## config.mk

```make
export PLATFORM = sky130hd
export DESIGN_NAME = ordered_list_insert_remove_engine_flat
export DESIGN_NICKNAME = d
export VERILOG_FILES = /design/src/hw/rtl/olie_pkg.sv /design/src/hw/rtl/olie_cmd_if.sv /design/src/hw/rtl/olie_rsp_if.sv /design/src/hw/rtl/olie_ram.sv /design/src/hw/rtl/olie_ctrl.sv /design/src/hw/rtl/ordered_list_insert_remove_engine.sv /design/src/flat_wrapper.sv
export SDC_FILE = /design/constraint.sdc
export NUM_CORES = 2
export LEC_CHECK = 0
export ABC_AREA = 1
export BUFFER_PORTS_ARGS = -buffer_cell sky130_fd_sc_hd__clkbuf_2
export CAP_MARGIN = 0
export CORE_ASPECT_RATIO = 1.25
export CORE_MARGIN = 4
export CORE_UTILIZATION = 55
export CTS_CLUSTER_DIAMETER = 50
export DETAILED_ROUTE_END_ITERATION = 6
export PLACE_DENSITY = 0.7
export SETUP_SLACK_MARGIN = 0.5
export SYNTH_ARGS = -nofsm -noshare
export SYNTH_HDL_FRONTEND = slang
export SYNTH_SLANG_ARGS = --single-unit
```

## constraint.sdc

```tcl
create_clock -name clk -period 10.6 [get_ports clk]
set_input_delay 1.59 -clock clk [delete_from_list [all_inputs] [get_ports clk]]
set_output_delay 1.59 -clock clk [all_outputs]
set_load 0.01 [all_outputs]
```

## src/hw/rtl/olie_pkg.sv

```systemverilog
`timescale 1ns / 1ps
// ----------------------------------------------------------------------------
// olie_pkg: shared definitions for the ordered list engine
// Widths, operation and status codes, sequencer states and the structs that
// pass between the control unit, the list memory and the top level.
// ----------------------------------------------------------------------------
package olie_pkg;

  localparam int CAPACITY = 64;
  localparam int ADDR_W   = $clog2(CAPACITY);
  localparam int CNT_W    = $clog2(CAPACITY + 1);

  localparam int OP_W   = 3;
  localparam int POS_W  = 6;
  localparam int DATA_W = 32;
  localparam int STAT_W = 3;
  localparam int LEN_W  = 7;

  // Width in which a request position and the entry count are compared.
  localparam int CMP_W = (CNT_W > POS_W) ? CNT_W : POS_W;

  typedef enum logic [OP_W-1:0] {
    OP_INSERT = 3'd0,
    OP_GET    = 3'd1,
    OP_UPDATE = 3'd2,
    OP_SEARCH = 3'd3,
    OP_REMOVE = 3'd4
  } olie_op_t;

  typedef enum logic [STAT_W-1:0] {
    STAT_OK       = 3'd0,
    STAT_RANGE    = 3'd1,
    STAT_NOTFOUND = 3'd2,
    STAT_EMPTY    = 3'd3,
    STAT_FULL     = 3'd4
  } olie_status_t;

  typedef enum logic [3:0] {
    S_IDLE,
    S_INS_RD,
    S_INS_WR,
    S_GET_RD,
    S_GET_WAIT,
    S_UPD_WR,
    S_SCAN,
    S_REM_RD,
    S_REM_WR,
    S_DONE
  } olie_state_t;

  typedef struct packed {
    logic [OP_W-1:0]   op;
    logic [POS_W-1:0]  position;
    logic [DATA_W-1:0] item_value;
  } olie_cmd_t;

  typedef struct packed {
    olie_status_t      status;
    logic [DATA_W-1:0] read_value;
    logic [POS_W-1:0]  found_position;
    logic [LEN_W-1:0]  list_length;
  } olie_res_t;

  typedef struct packed {
    logic              en;
    logic              we;
    logic [ADDR_W-1:0] addr;
    logic [DATA_W-1:0] wdata;
  } olie_mem_req_t;

endpackage

```

## src/hw/rtl/olie_cmd_if.sv

```systemverilog
`timescale 1ns / 1ps
// ----------------------------------------------------------------------------
// olie_cmd_if: request channel of the ordered list engine
// Valid/ready channel carrying one operation per beat.
// ----------------------------------------------------------------------------
interface olie_cmd_if;
  logic                                valid;
  logic                                ready;
  logic [olie_pkg::OP_W-1:0]           op;
  logic [olie_pkg::POS_W-1:0]          position;
  logic signed [olie_pkg::DATA_W-1:0]  item_value;

  modport source (output valid, output op, output position, output item_value,
                  input ready);
  modport sink   (input valid, input op, input position, input item_value,
                  output ready);
endinterface

```

## src/hw/rtl/olie_rsp_if.sv

```systemverilog
`timescale 1ns / 1ps
// ----------------------------------------------------------------------------
// olie_rsp_if: response channel of the ordered list engine
// Valid/ready channel carrying one result per beat.
// ----------------------------------------------------------------------------
interface olie_rsp_if;
  logic                                valid;
  logic                                ready;
  logic [olie_pkg::STAT_W-1:0]         status;
  logic signed [olie_pkg::DATA_W-1:0]  read_value;
  logic [olie_pkg::POS_W-1:0]          found_position;
  logic [olie_pkg::LEN_W-1:0]          list_length;

  modport source (output valid, output status, output read_value,
                  output found_position, output list_length, input ready);
  modport sink   (input valid, input status, input read_value,
                  input found_position, input list_length, output ready);
endinterface

```

## src/hw/rtl/olie_ram.sv

```systemverilog
`timescale 1ns / 1ps
// ----------------------------------------------------------------------------
// olie_ram: single-port RAM with registered read data
// One read or one write per cycle; read data appears the cycle after.
// ----------------------------------------------------------------------------
module olie_ram #(
  parameter int DEPTH = 64,
  parameter int WIDTH = 32
) (
  input  logic                     clk,
  input  logic                     en,
  input  logic                     we,
  input  logic [$clog2(DEPTH)-1:0] addr,
  input  logic [WIDTH-1:0]         wdata,
  output logic [WIDTH-1:0]         rdata
);

  logic [WIDTH-1:0] mem [DEPTH];

  always_ff @(posedge clk) begin
    if (en) begin
      if (we) begin
        mem[addr] <= wdata;
      end else begin
        rdata <= mem[addr];
      end
    end
  end

endmodule

```

## src/hw/rtl/olie_ctrl.sv

```systemverilog
`timescale 1ns / 1ps
// ----------------------------------------------------------------------------
// olie_ctrl: sequencer and compare unit of the ordered list engine
// Walks the list memory one access per cycle to shift, read, write and
// search entries, and keeps the entry count.
// ----------------------------------------------------------------------------
module olie_ctrl (
  input  logic                    clk,
  input  logic                    rst,
  input  logic                    cmd_valid,
  output logic                    cmd_ready,
  input  olie_pkg::olie_cmd_t     cmd,
  output logic                    res_valid,
  input  logic                    res_ready,
  output olie_pkg::olie_res_t     res,
  output olie_pkg::olie_mem_req_t mem_req,
  input  logic [olie_pkg::DATA_W-1:0] mem_rdata
);

  localparam int CNT_W = olie_pkg::CNT_W;
  localparam int CMP_W = olie_pkg::CMP_W;
  localparam int ADDR_W = olie_pkg::ADDR_W;

  olie_pkg::olie_state_t state, state_next;

  logic [CNT_W-1:0]            count;
  logic [CNT_W-1:0]            idx;
  logic [CNT_W-1:0]            at;
  logic [CNT_W-1:0]            hit_idx;
  logic [CNT_W-1:0]            pend_idx;
  logic                        hit;
  logic                        pend;
  logic [olie_pkg::OP_W-1:0]   op;
  logic [olie_pkg::DATA_W-1:0] val;
  olie_pkg::olie_status_t      status;
  logic [olie_pkg::DATA_W-1:0] rd;
  logic [CNT_W-1:0]            fpos;

  logic [CMP_W-1:0] pos_cmp;
  logic [CMP_W-1:0] count_cmp;
  logic             pos_in_range;
  logic             is_full;
  logic [CNT_W-1:0] idx_inc;
  logic [CNT_W-1:0] idx_dec;
  logic             scan_more;
  logic             scan_end;
  logic             match;

  assign pos_cmp      = CMP_W'(cmd.position);
  assign count_cmp    = CMP_W'(count);
  assign pos_in_range = pos_cmp < count_cmp;
  assign is_full      = count >= CNT_W'(olie_pkg::CAPACITY);
  assign idx_inc      = idx + CNT_W'(1);
  assign idx_dec      = idx - CNT_W'(1);
  assign scan_more    = idx < count;
  assign scan_end     = !scan_more && !pend;
  assign match        = pend && (mem_rdata == val);

  assign cmd_ready = (state == olie_pkg::S_IDLE);

  // Next state.
  always_comb begin
    state_next = state;
    unique case (state)
      olie_pkg::S_IDLE: begin
        if (cmd_valid) begin
          unique case (cmd.op)
            olie_pkg::OP_INSERT: begin
              state_next = is_full ? olie_pkg::S_DONE : olie_pkg::S_INS_RD;
            end
            olie_pkg::OP_GET: begin
              state_next = pos_in_range ? olie_pkg::S_GET_RD : olie_pkg::S_DONE;
            end
            olie_pkg::OP_UPDATE: begin
              state_next = pos_in_range ? olie_pkg::S_UPD_WR : olie_pkg::S_DONE;
            end
            olie_pkg::OP_SEARCH: begin
              state_next = olie_pkg::S_SCAN;
            end
            olie_pkg::OP_REMOVE: begin
              state_next = (count == '0) ? olie_pkg::S_DONE : olie_pkg::S_SCAN;
            end
            default: begin
              state_next = olie_pkg::S_DONE;
            end
          endcase
        end
      end
      olie_pkg::S_INS_RD: begin
        state_next = (idx == at) ? olie_pkg::S_DONE : olie_pkg::S_INS_WR;
      end
      olie_pkg::S_INS_WR:   state_next = olie_pkg::S_INS_RD;
      olie_pkg::S_GET_RD:   state_next = olie_pkg::S_GET_WAIT;
      olie_pkg::S_GET_WAIT: state_next = olie_pkg::S_DONE;
      olie_pkg::S_UPD_WR:   state_next = olie_pkg::S_DONE;
      olie_pkg::S_SCAN: begin
        if (scan_end) begin
          if (hit && (op == olie_pkg::OP_REMOVE)) begin
            state_next = olie_pkg::S_REM_RD;
          end else begin
            state_next = olie_pkg::S_DONE;
          end
        end
      end
      olie_pkg::S_REM_RD: begin
        state_next = (idx_inc < count) ? olie_pkg::S_REM_WR : olie_pkg::S_DONE;
      end
      olie_pkg::S_REM_WR:   state_next = olie_pkg::S_REM_RD;
      olie_pkg::S_DONE: begin
        if (res_ready) begin
          state_next = olie_pkg::S_IDLE;
        end
      end
      default: state_next = olie_pkg::S_IDLE;
    endcase
  end

  // Memory access and result handshake.
  always_comb begin
    mem_req.en    = 1'b0;
    mem_req.we    = 1'b0;
    mem_req.addr  = idx[ADDR_W-1:0];
    mem_req.wdata = mem_rdata;
    res_valid     = 1'b0;
    unique case (state)
      olie_pkg::S_INS_RD: begin
        mem_req.en = 1'b1;
        if (idx == at) begin
          mem_req.we    = 1'b1;
          mem_req.wdata = val;
        end else begin
          mem_req.addr = idx_dec[ADDR_W-1:0];
        end
      end
      olie_pkg::S_INS_WR: begin
        mem_req.en = 1'b1;
        mem_req.we = 1'b1;
      end
      olie_pkg::S_GET_RD: begin
        mem_req.en = 1'b1;
      end
      olie_pkg::S_UPD_WR: begin
        mem_req.en    = 1'b1;
        mem_req.we    = 1'b1;
        mem_req.wdata = val;
      end
      olie_pkg::S_SCAN: begin
        mem_req.en = scan_more;
      end
      olie_pkg::S_REM_RD: begin
        mem_req.en   = idx_inc < count;
        mem_req.addr = idx_inc[ADDR_W-1:0];
      end
      olie_pkg::S_REM_WR: begin
        mem_req.en = 1'b1;
        mem_req.we = 1'b1;
      end
      olie_pkg::S_DONE: begin
        res_valid = 1'b1;
      end
      default: begin
        mem_req.en = 1'b0;
      end
    endcase
  end

  always_ff @(posedge clk) begin
    if (rst) begin
      state <= olie_pkg::S_IDLE;
      count <= '0;
      pend  <= 1'b0;
      hit   <= 1'b0;
    end else begin
      state <= state_next;
      unique case (state)
        olie_pkg::S_IDLE: begin
          if (cmd_valid) begin
            op     <= cmd.op;
            val    <= cmd.item_value;
            status <= olie_pkg::STAT_OK;
            rd     <= '0;
            fpos   <= '0;
            pend   <= 1'b0;
            hit    <= 1'b0;
            unique case (cmd.op)
              olie_pkg::OP_INSERT: begin
                idx <= count;
                at  <= (pos_cmp > count_cmp) ? count : CNT_W'(cmd.position);
                if (is_full) begin
                  status <= olie_pkg::STAT_FULL;
                end
              end
              olie_pkg::OP_GET, olie_pkg::OP_UPDATE: begin
                idx <= CNT_W'(cmd.position);
                if (!pos_in_range) begin
                  status <= olie_pkg::STAT_RANGE;
                end
              end
              olie_pkg::OP_SEARCH: begin
                idx <= '0;
              end
              olie_pkg::OP_REMOVE: begin
                idx <= '0;
                if (count == '0) begin
                  status <= olie_pkg::STAT_EMPTY;
                end
              end
              default: begin
                idx <= '0;
              end
            endcase
          end
        end
        olie_pkg::S_INS_RD: begin
          if (idx == at) begin
            count <= count + CNT_W'(1);
            fpos  <= at;
          end
        end
        olie_pkg::S_INS_WR: begin
          idx <= idx_dec;
        end
        olie_pkg::S_GET_WAIT: begin
          rd <= mem_rdata;
        end
        olie_pkg::S_SCAN: begin
          // Reads are issued one per cycle; each compare uses the data of
          // the read issued in the cycle before.
          pend     <= scan_more;
          pend_idx <= idx;
          if (scan_more) begin
            idx <= idx_inc;
          end
          if (match) begin
            hit     <= 1'b1;
            hit_idx <= pend_idx;
          end
          if (scan_end) begin
            if (hit) begin
              fpos <= hit_idx;
              idx  <= hit_idx;
            end else begin
              status <= olie_pkg::STAT_NOTFOUND;
            end
          end
        end
        olie_pkg::S_REM_RD: begin
          if (!(idx_inc < count)) begin
            count <= count - CNT_W'(1);
          end
        end
        olie_pkg::S_REM_WR: begin
          idx <= idx_inc;
        end
        default: begin
          pend <= pend;
        end
      endcase
    end
  end

  assign res.status         = status;
  assign res.read_value     = rd;
  assign res.found_position = olie_pkg::POS_W'(fpos);
  assign res.list_length    = olie_pkg::LEN_W'(count);

endmodule

```

## src/hw/rtl/ordered_list_insert_remove_engine.sv

```systemverilog
`timescale 1ns / 1ps
// ----------------------------------------------------------------------------
// ordered_list_insert_remove_engine: ordered list of signed 32-bit values
// Insert, get, update, search-last and remove on a list held in one
// single-port memory, with one result beat per request beat.
// ----------------------------------------------------------------------------
// The engine holds up to CAPACITY (64) signed values in order. Each request
// beat carries one operation and produces exactly one response beat with a
// status, the value read by a get, a position and the list length after the
// operation. Work is done by a small sequencer over a single-port memory
// that performs one read or one write per cycle, and the engine takes no new
// request while an operation is in progress. A get reads its entry and an
// update writes it; an operation rejected by its status check or an unused
// op code goes straight to the done state, in which every operation hands
// its result over. An insert at position p into a list of n entries shifts
// n - p entries, each by a read then a write on the one port. A search reads
// all n entries in a pipelined sweep. A remove is a search followed by a
// left shift of the entries after the match, each by a read then a write.
// The response is held in an output register, so a new request may be taken
// while an earlier response waits to be taken.
// No clearing pass is needed after reset: only positions below the count are
// ever read, and all of those have been written.
module ordered_list_insert_remove_engine (
  input  logic            clk,
  input  logic            rst,
  olie_cmd_if.sink        cmd,
  olie_rsp_if.source      rsp
);

  olie_pkg::olie_cmd_t     cmd_data;
  olie_pkg::olie_res_t     res;
  olie_pkg::olie_mem_req_t mem_req;
  logic [olie_pkg::DATA_W-1:0] mem_rdata;
  logic res_valid;
  logic res_ready;

  // Response register state.
  logic                rsp_valid;
  olie_pkg::olie_res_t rsp_data;

  assign cmd_data.op         = cmd.op;
  assign cmd_data.position   = cmd.position;
  assign cmd_data.item_value = cmd.item_value;

  olie_ctrl u_ctrl (
    .clk       (clk),
    .rst       (rst),
    .cmd_valid (cmd.valid),
    .cmd_ready (cmd.ready),
    .cmd       (cmd_data),
    .res_valid (res_valid),
    .res_ready (res_ready),
    .res       (res),
    .mem_req   (mem_req),
    .mem_rdata (mem_rdata)
  );

  olie_ram #(
    .DEPTH (olie_pkg::CAPACITY),
    .WIDTH (olie_pkg::DATA_W)
  ) u_ram (
    .clk   (clk),
    .en    (mem_req.en),
    .we    (mem_req.we),
    .addr  (mem_req.addr),
    .wdata (mem_req.wdata),
    .rdata (mem_rdata)
  );

  // The response register takes a new result whenever it is empty or its
  // current beat is being taken in the same cycle.
  assign res_ready = !rsp_valid || rsp.ready;

  always_ff @(posedge clk) begin
    if (rst) begin
      rsp_valid <= 1'b0;
    end else if (res_ready) begin
      rsp_valid <= res_valid;
    end
  end

  always_ff @(posedge clk) begin
    if (res_ready && res_valid) begin
      rsp_data <= res;
    end
  end

  assign rsp.valid          = rsp_valid;
  assign rsp.status         = rsp_data.status;
  assign rsp.read_value     = rsp_data.read_value;
  assign rsp.found_position = rsp_data.found_position;
  assign rsp.list_length    = rsp_data.list_length;

endmodule
```

## src/flat_wrapper.sv

```systemverilog
// flat-port wrapper written by rule: the top's interface ports become plain ports
module ordered_list_insert_remove_engine_flat 
  (clk, rst, cmd_valid, cmd_op, cmd_position, cmd_item_value, cmd_ready, rsp_valid, rsp_status, rsp_read_value, rsp_found_position, rsp_list_length, rsp_ready);
  olie_cmd_if cmd_i ();
  olie_rsp_if rsp_i ();
  input  logic clk;
  input  logic rst;
  input wire logic [$bits(cmd_i.valid)-1:0] cmd_valid;
  input wire logic [$bits(cmd_i.op)-1:0] cmd_op;
  input wire logic [$bits(cmd_i.position)-1:0] cmd_position;
  input wire logic [$bits(cmd_i.item_value)-1:0] cmd_item_value;
  output wire logic [$bits(cmd_i.ready)-1:0] cmd_ready;
  output wire logic [$bits(rsp_i.valid)-1:0] rsp_valid;
  output wire logic [$bits(rsp_i.status)-1:0] rsp_status;
  output wire logic [$bits(rsp_i.read_value)-1:0] rsp_read_value;
  output wire logic [$bits(rsp_i.found_position)-1:0] rsp_found_position;
  output wire logic [$bits(rsp_i.list_length)-1:0] rsp_list_length;
  input wire logic [$bits(rsp_i.ready)-1:0] rsp_ready;
  assign cmd_i.valid = cmd_valid;
  assign cmd_i.op = cmd_op;
  assign cmd_i.position = cmd_position;
  assign cmd_i.item_value = cmd_item_value;
  assign cmd_ready = cmd_i.ready;
  assign rsp_valid = rsp_i.valid;
  assign rsp_status = rsp_i.status;
  assign rsp_read_value = rsp_i.read_value;
  assign rsp_found_position = rsp_i.found_position;
  assign rsp_list_length = rsp_i.list_length;
  assign rsp_i.ready = rsp_ready;
  ordered_list_insert_remove_engine u_core (.clk(clk), .rst(rst), .cmd(cmd_i), .rsp(rsp_i));
endmodule
```

# After elaboration in Yosys (flattened, before gate mapping)

Memories as Yosys holds them, arrays and structs flattened. A register that Yosys moved wholly into a read port is not among the register bits.
Index checks and enable logic that the tools add are counted.

Output and inout bits: 50
Logic and storage cells: 140
Memories: 1
RAM bits: 2,048
Input port bits: 45
Flip-flop bits (word level): 166

Memory list:

| name             | depth | width | read ports | clocked after Yosys merged registers in | wr ports | RTL line       | source |
|---|---|---|---|---|---|---|---|
| u_core.u_ram.mem | 64    | 32    | 1          | 1                                       | 1        | olie_ram.sv:18 | `logic [WIDTH-1:0] mem [DEPTH];` |

Magnitude comparators: 5
Equality and inequality tests: 24
Add/sub/neg operators: 4
Bitwise operators: 2
Mux-type cells: 52
Reduce and logical (&&, ||, !) cells: 33

Operators by type and width:

| operator                                                               | number |
|---|---|
| 32-bit one-hot mux with 2 select lines                                 | 2 |
| 32-bit two-way mux                                                     | 2 |
| 7-bit two-way mux                                                      | 6 |
| 4-bit two-way mux                                                      | 9 |
| 6-bit two-way mux                                                      | 6 |
| 4-bit one-hot mux with 9 select lines                                  | 1 |
| 32-bit equality test                                                   | 1 |
| 7-bit one-hot mux with 2 select lines                                  | 2 |
| 7-bit one-hot mux with 4 select lines                                  | 1 |
| 3-bit AND reduction                                                    | 7 |
| 4-bit one-hot mux with 5 select lines                                  | 1 |
| 6-bit one-hot mux with 3 select lines                                  | 1 |
| 4-bit by 3-bit equality test with 1-bit output (second input constant) | 4 |
| 7-bit by 1-bit adder with 7-bit output (second input constant)         | 2 |
| 7-bit less-than comparator                                             | 2 |
| 2-bit inequality test (second input constant)                          | 7 |
| 7-bit by 1-bit subtractor with 7-bit output (second input constant)    | 2 |
| 3-bit two-way mux                                                      | 4 |
| 6-bit one-hot mux with 2 select lines                                  | 1 |
| 1-bit two-way mux                                                      | 9 |
| 3-bit one-hot mux with 3 select lines                                  | 1 |
| 4-bit by 2-bit equality test with 1-bit output (second input constant) | 2 |
| 4-bit equality test (second input constant)                            | 2 |
| 7-bit equality test                                                    | 1 |
| other kinds (29)                                                       | 44 |

# Longest topological paths before layout

Word-level depth: 6
Mapped depth: 21
Mapped depth without buffers: 18

# Cells and area by module

From an unflattened synthesis, not the netlist that was laid out.

Cell total of the unflattened synthesis: 9,356
Area total of the unflattened synthesis: 96,040.9 sq um

Modules (own cells, without submodules):

| module                            | cells an instance | seq. area each (sq um) | area each (sq um) | times used |
|---|---|---|---|---|
| olie_ram                          | 8,442             | 62,459.9               | 87,498.9          | 1 |
| olie_ctrl                         | 860               | 3,383.2                | 7,053.0           | 1 |
| ordered_list_insert_remove_engine | 54                | 1,461.4                | 1,488.9           | 1 |

# Worst setup path after synthesis

No wires, ideal clock.

Path kind: reg2reg
From: register u_core.u_ctrl.idx[2]
To: memory u_core.u_ram.mem[0][10] (data pin)
Data required time: 9.898 ns
Setup time: 0.702 ns
Path buffers: 2
Period minus slack after synthesis: 4.401 ns
Path slack: 6.199 ns
Stages on the path, launching flop included: 11
Arrival time: 3.700 ns
Path through: edfxtp_1 buf_6 clkinv_2 nand2_1 nand2_1 nand2_1 nor2_1 nand3_4 nand2_1 clkbuf_1 o21ai_0

RTL lines:

| what                   | RTL line         | source |
|---|---|---|
| start, declared        | olie_ctrl.sv:27  | `logic [CNT_W-1:0] idx;` |
| start signal, assigned | olie_ctrl.sv:187 | `idx <= count;` |
| start signal, assigned | olie_ctrl.sv:194 | `idx <= CNT_W'(cmd.position);` |
| start signal, assigned | olie_ctrl.sv:221 | `idx <= idx_dec;` |
| end, declared          | olie_ram.sv:18   |  |

# Final worst setup path

From: register u_core.u_ctrl.idx[0]
To: memory u_core.u_ram.mem[24][9], enable pin

Longest elaborated chain between the ends: 6
Elaborated cells on any way between the ends: 13
Those cells by class: add/sub (2); order compare (2); eq/ne (1); mux (8)

RTL lines:

| what |
|---|
| branches (longest 6 deep; another with 7-bit by 1-bit adder with 7-bit output) |

Parallel ways; which one is timed is not known.

==> out/metrics.yaml <==
outcome: "finished, violations left"
violations: "DRC"
worst_pin_slew_ns: 1.397
synth_commonest_cells: "nand2_1, edfxtp_1, nand3_1"
fill_cells: 12800
grt_max_degree: 225
p_comb_share_pct: 40.4
wl_per_cell_um: 24.00
yosysSeqAreaShare_pct: 72.27
clkPwrFrac_pct: 23.2
drv_slew: 0
clock_skew_ns: 0.02719
finalSetupViolCount: 0
crit_type: "flip-flop to flip-flop"
pwr-share-seq_pct: 36.5
core.rowCount: 168
power_leakage_uw: 0.04085
drt_first_pass_iters: 7
grt-ovfl-total: 0
h-tree-depth: 4
cp_data_arrival_time_ns: 6.98
avgSynthCellArea_um2: 10.98
clock_path_buffers: 3
rsz0062_at_grt: "no"
synth_nets: 8553
antenna_found_initial: 6
grt_pass1_wl_mm: 382.2
design.core.area_um2: 168000
drc_errors: 2
finalCritPeriodShare_pct: 61.49
synthesis.instances: 8482
dieArea_um2: 176000
pin_count: 95
cts_tree: "yes"
hold_class: "flip-flop to flip-flop"
area_growth_pct: 10.90
path_clk_slew_ns: 0.06
cts_buffers: 209
multiInputGateArea_um2: 24330
yosysTopAreaCell: "edfxtp_1"
insertion_delay_ns: 0.86
start_util_pct: 55.45
fmaxAchievable_mhz: 153.4
portBuffers: 94
finalCriticalPeriod_ns: 6.518
powerDensity_nw_per_um2: 321.7
synth_edf_count: 2232
synth_warnings: 0
yosysTopAreaCellShare_pct: 71.97
vias: 62574
cts_root_buf: "clkbuf_16"
post_cts_buffers: 0
finalSetupTns_ns: 0
first_global_vias: 59564
ys_types: 50
post_cts_resized: 0
netlist_area_um2: 93130
drive_above_1_share_pct: 7.792
internal_power_uw: 19100
vdd_ir_drop_max_uv: 366.4
start_kind: "flip-flop"
dp.final_hpwl_mm: 142.8
cp.required_ns: 11.06
wl_mm: 260.2
holdWs_ns: 0.4188
maxSlewHeadroom_pct: 6.627
synth_top_flop_cell: "edfxtp_1"
final_nets: 8515
track_usage_pct: 29.32
die_w_um: 376.1
die_h_um: 468.1
drt-initial-drc-count: 7667
gp_congestion: 0.8856
drtAntennaViolNets: 0
max-cap-violations: 0
min_path_cells: 0
async_flop_share_pct: 0
synth.area.top_cells: "edfxtp_1, nand2_1, nand3_1"
switching_share_pct: 42.53
rr_worst_depth: 12
cts_hold_buffers: 0
crit_path_max_fanout: 224
clock-sinks: 2246
seq_area_um2: 67300
hold_violations: 0
ys_ff_latch: 2246
viasPerCell: 5.773
synth_most_common_cell: "nand2_1"
power.switching_uw: 14130
critPathCaptureType: "flip-flop"
state kept, by name, indices dropped and copies added (netlist names), 4 cells and up:
name                       count
u_core.u_ctrl.rd              32
u_core.u_ram.rdata            32
u_core.u_ctrl.pend_idx         7
u_core.u_ctrl.hit_idx          7
u_core.rsp.read_value         32
u_core.u_ctrl.at               7
u_core.u_ctrl.state            4
u_core.u_ram.mem            2048
u_core.u_ctrl.val             32
u_core.rsp.found_position      6
u_core.u_ctrl.count            7
u_core.u_ctrl.idx              7
u_core.u_ctrl.fpos             6
u_core.rsp.list_length         7
power groups by stage:
stage	Combinational [uW]	Sequential (uW)	Clock (uW)
finish	13400	12100	7690
detailed placement	13200	12300	0
global route	14500	12100	8130
floorplan	7940	12400	0
global placement	13000	12300	0
CTS	13300	12100	7750
critical path, stage by stage, from the launching register on:
cell	delay (ns)
edfxtp_1	0.61
clkinv_2	0.16
nand2_1	0.06
nand2_1	0.07
nand2_1	0.05
nor2_1	0.15
nand2_2	0.11
nand2_4	0.38
nand2_8	0.44
nand2_8	0.79
buf_12	0.70
nand3_2	0.98
nor2_4	1.18
cell type report:
class                      instances  share of cell area, %
antenna                            5                0.01211
clock buffer                     256                  5.368
clock inverter                   135                  1.415
inverter                         108                 0.4094
multi-input combinational       5677                  23.56
sequential                      2246                  65.16
tap                             2210                  2.677
timing repair buffer             202                  1.398
per-layer routing:
metal,up-vias,global-route usage [%],wire (um)
met5,-,0,0
met4,0,16.34,16500
met3,581,4.509,23980
met2,3246,47.53,123500
met1,30196,38.32,96210
li1,28551,-,-
cell families (layout without fill, tap and decap cells):
| group | count (synthesis) | in the layout | share of synthesized area [%] |
|---|---|---|---|
| xor+xnor | 27 | 27 | 0.2620 |
| other cells | 1 | 6 | 0.004027 |
| flops | 2246 | 2246 | 72.27 |
| fa+ha+maj | 26 | 26 | 0.3574 |
| simple gates | 5226 | 5226 | 22.17 |
| compound gates | 397 | 397 | 2.260 |
| buf+inv | 559 | 701 | 2.682 |
final timing paths:
path / start / endpoint / slack, ns
setup / recovery: u_core.u_ctrl.idx[0] / u_core.u_ram.mem[24][9] / 4.08
hold / removal: u_core.u_ctrl.rd[3] / u_core.rsp.read_value[3] / 0.42
setup reg to reg: u_core.u_ctrl.idx[0] / u_core.u_ram.mem[24][9] / 4.08
hold reg to reg: u_core.u_ctrl.rd[3] / u_core.rsp.read_value[3] / 0.42
placed cells by master, fill, tap and decap left out, types with 47 or more instances in the layout:
master	n
nor2_4	73
clkinv_1	47
buf_4	95
o21ai_1	257
edfxtp_1	2232
nor2_1	134
nand3_1	662
inv_1	85
nand2_1	4292
clkbuf_16	215
clkbuf_2	94
per-stage QoR:
stage | power, uW | setup WS (ns) | area, um2 | cells | util [%]
global route | 34760 | 3.706 | 103300 | 10835 | 61.49
floorplan | 20370 | 6.199 | 93130 | 8482 | -
CTS | 33110 | 4.127 | 103300 | 10834 | 61.49
global placement | 25270 | 4.165 | 96270 | 10443 | 57.32
detailed placement | 25480 | 4.164 | 96270 | 10443 | 57.32
finish | 33230 | 4.082 | 103300 | 10839 | 61.50
Note: power is estimated with default switching activity, not from simulation.
